--- config.mk ---
export PLATFORM = sky130hd
export DESIGN_NAME = bmh_ctrl
export DESIGN_NICKNAME = d
export VERILOG_FILES = /design/src/rtl/bmh_pkg.sv /design/src/rtl/bmh_ctrl.sv
export SDC_FILE = /design/constraint.sdc
export NUM_CORES = 1
export LEC_CHECK = 0
export BUFFER_PORTS_ARGS = -buffer_cell sky130_fd_sc_hd__buf_2
export CAP_MARGIN = 10
export CELL_PAD_IN_SITES_DETAIL_PLACEMENT = 1
export CELL_PAD_IN_SITES_GLOBAL_PLACEMENT = 2
export CORE_MARGIN = 8
export CORE_UTILIZATION = 35
export DETAILED_ROUTE_END_ITERATION = 6
export GPL_TIMING_DRIVEN = 0
export PLACE_DENSITY_LB_ADDON = 0.1
export SYNTH_ARGS = -nofsm -noshare
export SYNTH_HDL_FRONTEND = slang
export SYNTH_SLANG_ARGS = --single-unit
--- constraint.sdc ---
create_clock -name clk -period 2.6 [get_ports clk]
set_input_delay 0.52 -clock clk [delete_from_list [all_inputs] [get_ports clk]]
set_output_delay 0.52 -clock clk [all_outputs]
set_load 0.005 [all_outputs]
--- src/rtl/bmh_pkg.sv ---
// Shared types and constants for the binary max heap engine.
// No dependencies; imported by every module in rtl/ except bmh_ram.
package bmh_pkg;

    localparam int CAPACITY = 1024;
    localparam int VALUE_W  = 32;
    localparam int INDEX_W  = 10;
    localparam int OP_W     = 3;
    localparam int STATUS_W = 3;
    localparam int ADDR_W   = $clog2(CAPACITY);
    localparam int CNT_W    = $clog2(CAPACITY + 1);
    // child index width: 2*pos+2 can reach 2*CAPACITY, which needs two bits beyond the address
    localparam int CHILD_W  = ADDR_W + 2;

    typedef enum logic [OP_W-1:0] {
        OP_LOAD    = 3'd0,
        OP_BUILD   = 3'd1,
        OP_EXTRACT = 3'd2,
        OP_INCKEY  = 3'd3,
        OP_SORT    = 3'd4,
        OP_READ    = 3'd5
    } op_code_t;

    typedef enum logic [STATUS_W-1:0] {
        ST_OK       = 3'd0,
        ST_EMPTY    = 3'd1,
        ST_NOTFOUND = 3'd2,
        ST_REJECTED = 3'd3,
        ST_FULL     = 3'd4,
        ST_RANGE    = 3'd5
    } status_code_t;

    typedef struct packed {
        logic [OP_W-1:0]           op;
        logic signed [VALUE_W-1:0] value;
        logic signed [VALUE_W-1:0] new_value;
        logic [INDEX_W-1:0]        index;
    } req_item_t;

    typedef struct packed {
        logic signed [VALUE_W-1:0] result_value;
        logic [STATUS_W-1:0]       status;
        logic [CNT_W-1:0]          heap_count;
    } rsp_item_t;

    // datapath micro-operations issued by the controller, one per cycle
    typedef enum logic [4:0] {
        DP_NOP,
        DP_LATCH,
        DP_LOAD_WR,
        DP_RD_IDX,
        DP_RES_RD,
        DP_BUILD_INIT,
        DP_HEAP_INIT,
        DP_HEAP_STEP,
        DP_V_RD,
        DP_SD_RL,
        DP_SD_RR,
        DP_SD_CMP,
        DP_RD_ROOT,
        DP_RD_LAST,
        DP_SWAP,
        DP_SR_INIT,
        DP_SR_RD,
        DP_SR_HIT,
        DP_SU_RP,
        DP_SU_CMP,
        DP_PUSH
    } dp_op_t;

    typedef struct packed {
        dp_op_t       op;
        logic         extract;
        status_code_t status;
    } dp_cmd_t;

    typedef struct packed {
        logic sc_full;
        logic hs_zero;
        logic key_gt_new;
        logic idx_ok;
        logic iter_zero;
        logic iter_end;
        logic match;
        logic sd_done;
        logic pos_zero;
        logic su_stop;
    } dp_status_t;

endpackage

--- src/rtl/bmh_ctrl.sv ---
// Heap controller: one-hot sequencer that issues datapath micro-operations.
// Depends on bmh_pkg.
module bmh_ctrl (
    input  logic                clk,
    input  logic                rst_n,
    input  logic                req_valid,
    output logic                req_ready,
    input  logic [bmh_pkg::OP_W-1:0] req_op,
    output logic                rsp_valid,
    input  logic                rsp_ready,
    input  bmh_pkg::dp_status_t flags,
    output bmh_pkg::dp_cmd_t    cmd
);
    import bmh_pkg::*;

    typedef enum logic [16:0] {
        S_IDLE      = 17'h00001,
        S_DEC       = 17'h00002,
        S_RD_WAIT   = 17'h00004,
        S_HEAP_NEXT = 17'h00008,
        S_V_LOAD    = 17'h00010,
        S_SD_RL     = 17'h00020,
        S_SD_RR     = 17'h00040,
        S_SD_CMP    = 17'h00080,
        S_SORT_NEXT = 17'h00100,
        S_EX_RL     = 17'h00200,
        S_EX_SW     = 17'h00400,
        S_SR_RD     = 17'h00800,
        S_SR_CHK    = 17'h01000,
        S_SU_RP     = 17'h02000,
        S_SU_CMP    = 17'h04000,
        S_DONE      = 17'h08000,
        S_EX_R0     = 17'h10000
    } state_t;

    state_t           state_reg, state_next;
    logic [OP_W-1:0]  op_reg, op_next;
    status_code_t     status_reg, status_next;
    logic             phase_reg, phase_next;
    logic             out_valid_reg, out_valid_next;
    logic             is_extract, accept;

    assign is_extract = op_reg == OP_EXTRACT;
    assign req_ready  = state_reg == S_IDLE;
    assign accept     = req_valid && req_ready;
    assign rsp_valid  = out_valid_reg;

    always_comb
    begin
        state_next     = state_reg;
        op_next        = op_reg;
        status_next    = status_reg;
        phase_next     = phase_reg;
        out_valid_next = out_valid_reg && !rsp_ready;
        cmd.op         = DP_NOP;
        cmd.extract    = is_extract;
        cmd.status     = status_reg;
        case (state_reg)
            S_IDLE:
            begin
                if (accept)
                begin
                    cmd.op      = DP_LATCH;
                    op_next     = req_op;
                    status_next = ST_OK;
                    phase_next  = 1'b0;
                    state_next  = S_DEC;
                end
            end
            S_DEC:
            begin
                state_next = S_DONE;
                case (op_reg)
                    OP_LOAD:
                    begin
                        if (flags.sc_full) status_next = ST_FULL;
                        else cmd.op = DP_LOAD_WR;
                    end
                    OP_BUILD:
                    begin
                        cmd.op     = DP_BUILD_INIT;
                        state_next = S_HEAP_NEXT;
                    end
                    OP_EXTRACT:
                    begin
                        if (flags.hs_zero) status_next = ST_EMPTY;
                        else
                        begin
                            cmd.op     = DP_RD_ROOT;
                            state_next = S_EX_RL;
                        end
                    end
                    OP_INCKEY:
                    begin
                        if (flags.key_gt_new) status_next = ST_REJECTED;
                        else
                        begin
                            cmd.op     = DP_SR_INIT;
                            state_next = S_SR_RD;
                        end
                    end
                    OP_SORT:
                    begin
                        cmd.op     = DP_HEAP_INIT;
                        state_next = S_HEAP_NEXT;
                    end
                    OP_READ:
                    begin
                        if (flags.idx_ok)
                        begin
                            cmd.op     = DP_RD_IDX;
                            state_next = S_RD_WAIT;
                        end
                        else status_next = ST_RANGE;
                    end
                    default: ;
                endcase
            end
            S_RD_WAIT:
            begin
                cmd.op     = DP_RES_RD;
                state_next = S_DONE;
            end
            S_HEAP_NEXT:
            begin
                if (flags.iter_zero)
                begin
                    if (op_reg == OP_SORT)
                    begin
                        phase_next = 1'b1;
                        state_next = S_SORT_NEXT;
                    end
                    else state_next = S_DONE;
                end
                else
                begin
                    cmd.op     = DP_HEAP_STEP;
                    state_next = S_V_LOAD;
                end
            end
            S_V_LOAD:
            begin
                cmd.op     = DP_V_RD;
                state_next = S_SD_RL;
            end
            S_SD_RL:
            begin
                cmd.op     = DP_SD_RL;
                state_next = S_SD_RR;
            end
            S_SD_RR:
            begin
                cmd.op     = DP_SD_RR;
                state_next = S_SD_CMP;
            end
            S_SD_CMP:
            begin
                cmd.op = DP_SD_CMP;
                if (!flags.sd_done) state_next = S_SD_RL;
                else if (is_extract) state_next = S_DONE;
                else if (phase_reg) state_next = S_SORT_NEXT;
                else state_next = S_HEAP_NEXT;
            end
            S_SORT_NEXT:
            begin
                if (flags.hs_zero) state_next = S_DONE;
                else
                begin
                    cmd.op     = DP_RD_ROOT;
                    state_next = S_EX_RL;
                end
            end
            S_EX_R0:   state_next = S_EX_RL;
            S_EX_RL:
            begin
                cmd.op     = DP_RD_LAST;
                state_next = S_EX_SW;
            end
            S_EX_SW:
            begin
                cmd.op     = DP_SWAP;
                state_next = S_SD_RL;
            end
            S_SR_RD:
            begin
                if (flags.iter_end)
                begin
                    status_next = ST_NOTFOUND;
                    state_next  = S_DONE;
                end
                else
                begin
                    cmd.op     = DP_SR_RD;
                    state_next = S_SR_CHK;
                end
            end
            S_SR_CHK:
            begin
                if (flags.match)
                begin
                    cmd.op     = DP_SR_HIT;
                    state_next = S_SU_RP;
                end
                else state_next = S_SR_RD;
            end
            S_SU_RP:
            begin
                cmd.op     = DP_SU_RP;
                state_next = flags.pos_zero ? S_DONE : S_SU_CMP;
            end
            S_SU_CMP:
            begin
                cmd.op     = DP_SU_CMP;
                state_next = flags.su_stop ? S_DONE : S_SU_RP;
            end
            S_DONE:
            begin
                if (!out_valid_reg || rsp_ready)
                begin
                    cmd.op         = DP_PUSH;
                    out_valid_next = 1'b1;
                    state_next     = S_IDLE;
                end
            end
            default: state_next = S_IDLE;
        endcase
    end

    always_ff @(posedge clk or negedge rst_n)
    begin
        if (!rst_n)
        begin
            state_reg     <= S_IDLE;
            op_reg        <= '0;
            status_reg    <= ST_OK;
            phase_reg     <= 1'b0;
            out_valid_reg <= 1'b0;
        end
        else
        begin
            state_reg     <= state_next;
            op_reg        <= op_next;
            status_reg    <= status_next;
            phase_reg     <= phase_next;
            out_valid_reg <= out_valid_next;
        end
    end

    a_accept_dec: assert property (@(posedge clk) disable iff (!rst_n)
        accept |=> state_reg == S_DEC)
        else $error("accepted transfer not decoded");
    a_done_hold: assert property (@(posedge clk) disable iff (!rst_n)
        (state_reg == S_DONE && out_valid_reg && !rsp_ready) |=> state_reg == S_DONE)
        else $error("result dropped while output stalled");
    a_phase_sort: assert property (@(posedge clk) disable iff (!rst_n)
        phase_reg |-> op_reg == OP_SORT)
        else $error("sort phase set outside sort");

endmodule

After elaboration in Yosys (flattened, before gate mapping)
Cells that the tools add are included.
- bits in registers: 25
- input port bits: 17
- output and inout port bits: 11
- word-level logic and storage cells: 92
- equality and inequality tests: 32
- mux-type cells: 41
- reductions and logical operators: 14
- operators by type and width (kind ; count):
    case mux 17 bit (16 select lines) ; 1
    two-way mux 16 bit ; 9
    case mux 5 bit (16 select lines) ; 1
    case mux 16 bit (4 select lines) ; 1
    two-way mux 17 bit ; 3
    case mux 4 bit (6 select lines) ; 1
    two-way mux 3 bit ; 7
    equality test 17 x 1 -> 1 bit, second input constant ; 1
    equality test 17 x 10 -> 1 bit, second input constant ; 1
    equality test 17 x 11 -> 1 bit, second input constant ; 1
    equality test 17 x 12 -> 1 bit, second input constant ; 1
    equality test 17 x 13 -> 1 bit, second input constant ; 1
    equality test 17 x 14 -> 1 bit, second input constant ; 1
    equality test 17 x 15 -> 1 bit, second input constant ; 1
    equality test 17 x 16 -> 1 bit, second input constant ; 1
    equality test 17 bit, second input constant ; 1
    equality test 17 x 2 -> 1 bit, second input constant ; 1
    equality test 17 x 3 -> 1 bit, second input constant ; 1
    equality test 17 x 4 -> 1 bit, second input constant ; 1
    equality test 17 x 5 -> 1 bit, second input constant ; 1
    equality test 17 x 6 -> 1 bit, second input constant ; 1
    equality test 17 x 7 -> 1 bit, second input constant ; 1
    equality test 17 x 8 -> 1 bit, second input constant ; 1
    equality test 17 x 9 -> 1 bit, second input constant ; 1
    other kinds (26) ; 47

Logic depth before layout (Yosys ltp)
- depth after elaboration: 4
- gate-level depth with buffers: 7
- depth with buffers taken out: 5

Worst setup path after synthesis
No wires, ideal clock.
- kind: register -> output
- start point: reg state_reg[8]
- end point: out cmd[6] (netlist name)
- arrival time: 1747 ps
- data required time: 2080 ps
- setup slack: 333 ps
- cell stages (with the launch flop): 7
- buffers on the path: 1
- cells stage by stage: dfrtp_1 > buf_6 > or4_4 > nor3_4 > nand4_2 > nor2b_2 > or4_1
- RTL lines (item ; RTL line ; text):
    start: declaration ; bmh_ctrl.sv:36 ; state_t state_reg, state_next;
    start signal: assignment ; bmh_ctrl.sv:241 ; state_reg <= state_next;
    end: declaration ; bmh_ctrl.sv:12 ; output bmh_pkg::dp_cmd_t cmd

==> results.py <==
metrics = {
    "critical_path": {
        "critPathMaxFanout": 7,
        "worst-path-buf-inv": 1,
        "reg2reg_depth": 9,
        "reg2reg_to": "status_reg[0]$_DFFE_PN0P_",
        "cp.required_ns": 2.08,
        "cp-start-kind": "register",
        "crit_type": "register to primary output",
        "crit_arrival_ns": 2.32,
        "worst-r2r-setup-slack_ns": 0.17,
        "max_stage_delay_ns": 0.62,
        "cpLargestDelayFamily": "simple AND/OR/NAND/NOR gates",
        "crit_slowest_cell": "or4_4",
        "r2r-start": "state_reg[12]$_DFFE_PN0P_",
        "crit_chain": "or4_4 -> nor3_4 -> and3_4 -> a32o_2 -> or4_1 -> buf_2",
        "cp-end-kind": "primary output",
    },
    "global_route": {
        "grt_max_degree": 25,
        "grt_pass1_wl_mm": 11.4,
        "grt_pass1_vias": 2105,
        "overflow": 0,
        "antenna_found_initial": 0,
        "track_usage": 0.165,
    },
    "die": {
        "die_y_um": 92.2,
        "die-area_um2": 8510,
        "start_util": 0.365,
        "die_w_um": 92.2,
        "rows": 27,
        "pin_count": 28,
        "core_um2": 5570,
    },
    "synth": {
        "synthDistinctLibCells": 63,
        "synthTopCellsByArea": "dfrtp_1 28%, nor2_1 4.4%, nand2_1 3.3%",
        "synth_nets": 252,
        "async_reset_ff_frac": 1.00,
        "yosysWarnings": 0,
        "synth_area_um2": 2030,
        "synth_edf_count": 0,
        "ys_ff_latch": 24,
        "synthFlopType": "dfrtp_1",
        "yosys.area.top_type": "dfrtp_1",
        "avgSynthCellArea_um2": 8.66,
        "netlist_instances": 235,
        "ys_seq_area_frac": 0.296,
        "synth_top_area_frac": 0.283,
    },
    "pwr": {
        "pwr-share-comb": 0.570,
        "pwr-share-seq": 0.266,
        "intPower_mw": 1.21,
        "power_frac_clock": 0.164,
        "total_power_mw": 2.14,
        "p_leak_nw": 1.19,
        "switchingPower_uw": 935,
        "vdd_ir_drop_max_mv": 0.398,
        "p_per_area_nw_per_um2": 835,
        "switching_share": 0.436,
    },
    "timing": {
        "rsz0062_at_grt": "yes",
        "worstMarginPinSlew_ns": 0.619,
        "fin_crit_sh": 1.09,
        "layout_min_cycle_time_ns": 2.84,
        "worst_slack_ns": -0.241,
        "relSlewSlack": 0.588,
        "finalMaxSlewViolations": 0,
        "holdWs_ns": 0.239,
        "hold_violations": 0,
        "finalSetupViolCount": 5,
        "fmax_mhz": 352,
        "finClkSkew_ns": 0.00624,
    },
    "detailed_routing": {
        "detail-route-antenna-nets": 0,
        "wl_mm": 6.97,
        "wl_per_cell_um": 19.5,
        "drc": 0,
        "vias": 2012,
        "routed_via_density": 5.62,
        "dr.first_iter.drc_count": 76,
        "drtPass1Iterations": 4,
    },
    "finish": {
        "area_growth_pct": 26.1,
        "num_antenna_cells": 0,
        "nets": 304,
        "multiInputGateArea_um2": 1340,
        "largest_reg_flops": 16,
        "fillers": 713,
        "drive_above_1_share": 0.364,
        "final-seq-area_um2": 606,
    },
    "job": {
        "drv_cap": 0,
    },
    "placed_design": {
        "hpwl_mm": 5.05,
        "place.gp.congestion": 0.823,
        "io_buffers": 27,
        "dp_slack_ns": -0.0624,
    },
    "outcome": {
        "outcome": "finished with violations",
        "violations": "negative setup slack",
    },
    "clock_network": {
        "cts_buffers": 3,
        "clkSinkCount": 24,
        "cts_tree": "done",
        "htreeDepth": 1,
        "clk_path_buf_depth": 2,
        "clk-insertion-delay-late_ns": 0.28,
        "clk_pin_slew_ns": 0.10,
        "cts_root_buffer": "clkbuf_8",
        "ctsHoldBuffers": 0,
    },
    "worst_hold_path": {
        "hold_class": "primary input to async pin",
    },
}
[how the worst max path moves through the flow]
stage / from / to / slack, ns / cells past startpoint
floorplan: state_reg[8]$_DFFE_PN0P_ / cmd[6] / 0.33 / 6
global placement: state_reg[9]$_DFFE_PN0P_ / cmd[6] / -0.06 / 6
detailed placement: state_reg[9]$_DFFE_PN0P_ / cmd[6] / -0.06 / 6
CTS: state_reg[13]$_DFFE_PN0P_ / cmd[6] / -0.25 / 7
global route: state_reg[8]$_DFFE_PN0P_ / cmd[7] / -0.34 / 7
finish: state_reg[9]$_DFFE_PN0P_ / cmd[6] / -0.24 / 6
[cells in the mapped netlist (all sizes together) (2+ instances only)]
master   n
a21oi    9
a31oi    2
a32o     2
a32oi    2
and3     6
buf     13
clkbuf   5
dfrtp   23
inv      8
mux2     6
mux2i    3
nand2   18
nand2b   6
nand3    7
nand3b   3
nand4    9
nand4b   4
nor2    26
nor2b    5
nor3    14
nor4    10
nor4b    5
o211ai   2
o21ai    6
o22ai    4
o31ai    2
or3      3
or4      6
xor2     4
[worst register-to-register path: cells and delay by family (launching register included)]
family,cells,cell delay [ns]
buffers and inverters,4,0.58
AO/OA/AOI/OAI,1,0.21
multiplexers,1,0.36
AND/OR/NAND/NOR,3,0.78
flip-flops,1,0.38
[cell usage in the layout (no fill, tap or decap), types with 4 or more instances in the layout]
cell type and count:
buf_2 31, buf_4 25, nor2_1 24, dfrtp_1 20, nand2_1 16, a21oi_1 9, nor3_1 9, inv_1 8
nand3_1 7, nand4_1 7, buf_6 6, nand2b_1 6, mux2_1 6, or4_4 5, o21ai_0 5, and3_1 5
nor4_4 4, nor2b_1 4, nor4_1 4, o22ai_1 4, xor2_1 4, nand4b_1 4, nor4b_1 4
[logic make-up (layout without fill, tap and decap cells)]
kind of cell	Yosys count	count (layout)	share of synthesized area
AO/OA/AOI/OAI	42	42	0.153
XOR/XNOR	5	5	0.0215
buffers and inverters	27	78	0.0707
flip-flops	24	24	0.296
multiplexers	9	9	0.0480
AND/OR/NAND/NOR	128	128	0.411
[per-layer routing]
layer / GRT usage / share of wire / wire [µm] / vias to the layer above
met2: 0.266 / 0.49 / 3400 / 40
met4: 0.0416 / 0.012 / 82 / 0
li1: - / - / - / 978
met3: 0.0253 / 0.036 / 253 / 8
met1: 0.222 / 0.47 / 3240 / 986
met5: 0 / 0 / 0 / -
[power by group through the flow]
stage	registers [mW]	logic, mW	clock network, mW
after floorplan	0.492	0.810	0
after global placement	0.498	1.12	0
after detailed placement	0.500	1.12	0
after CTS	0.518	1.21	0.360
after global routing	0.585	1.34	0.369
final	0.570	1.22	0.351
[repair_timing]
action	in CTS	in global routing
pin swaps	9	13
gates resized for setup	15	6
buffers inserted	13	11
endpoints found under the setup margin	5	6
[per-stage QoR]
stage | cell area [µm²] | setup TNS, ns | util | std cells
floorplan | 2030 | 0 | - | 235
global placement | 2260 | -0.121 | 0.405 | 334
detailed placement | 2260 | -0.110 | 0.405 | 334
CTS | 2480 | -1.13 | 0.445 | 350
global route | 2560 | -1.52 | 0.460 | 358
finish | 2560 | -0.968 | 0.460 | 358
[layout make-up]
cell class / instances / share of cell area
multi-input combinational: 184 / 0.522
sequential: 24 / 0.236
clock inverter: 1 / 0.0117
clock buffer: 3 / 0.0161
inverter: 9 / 0.0146
buffer: 14 / 0.0400
timing repair buffer: 51 / 0.124
tap: 72 / 0.0351
Power figures use the tool's default switching activity.
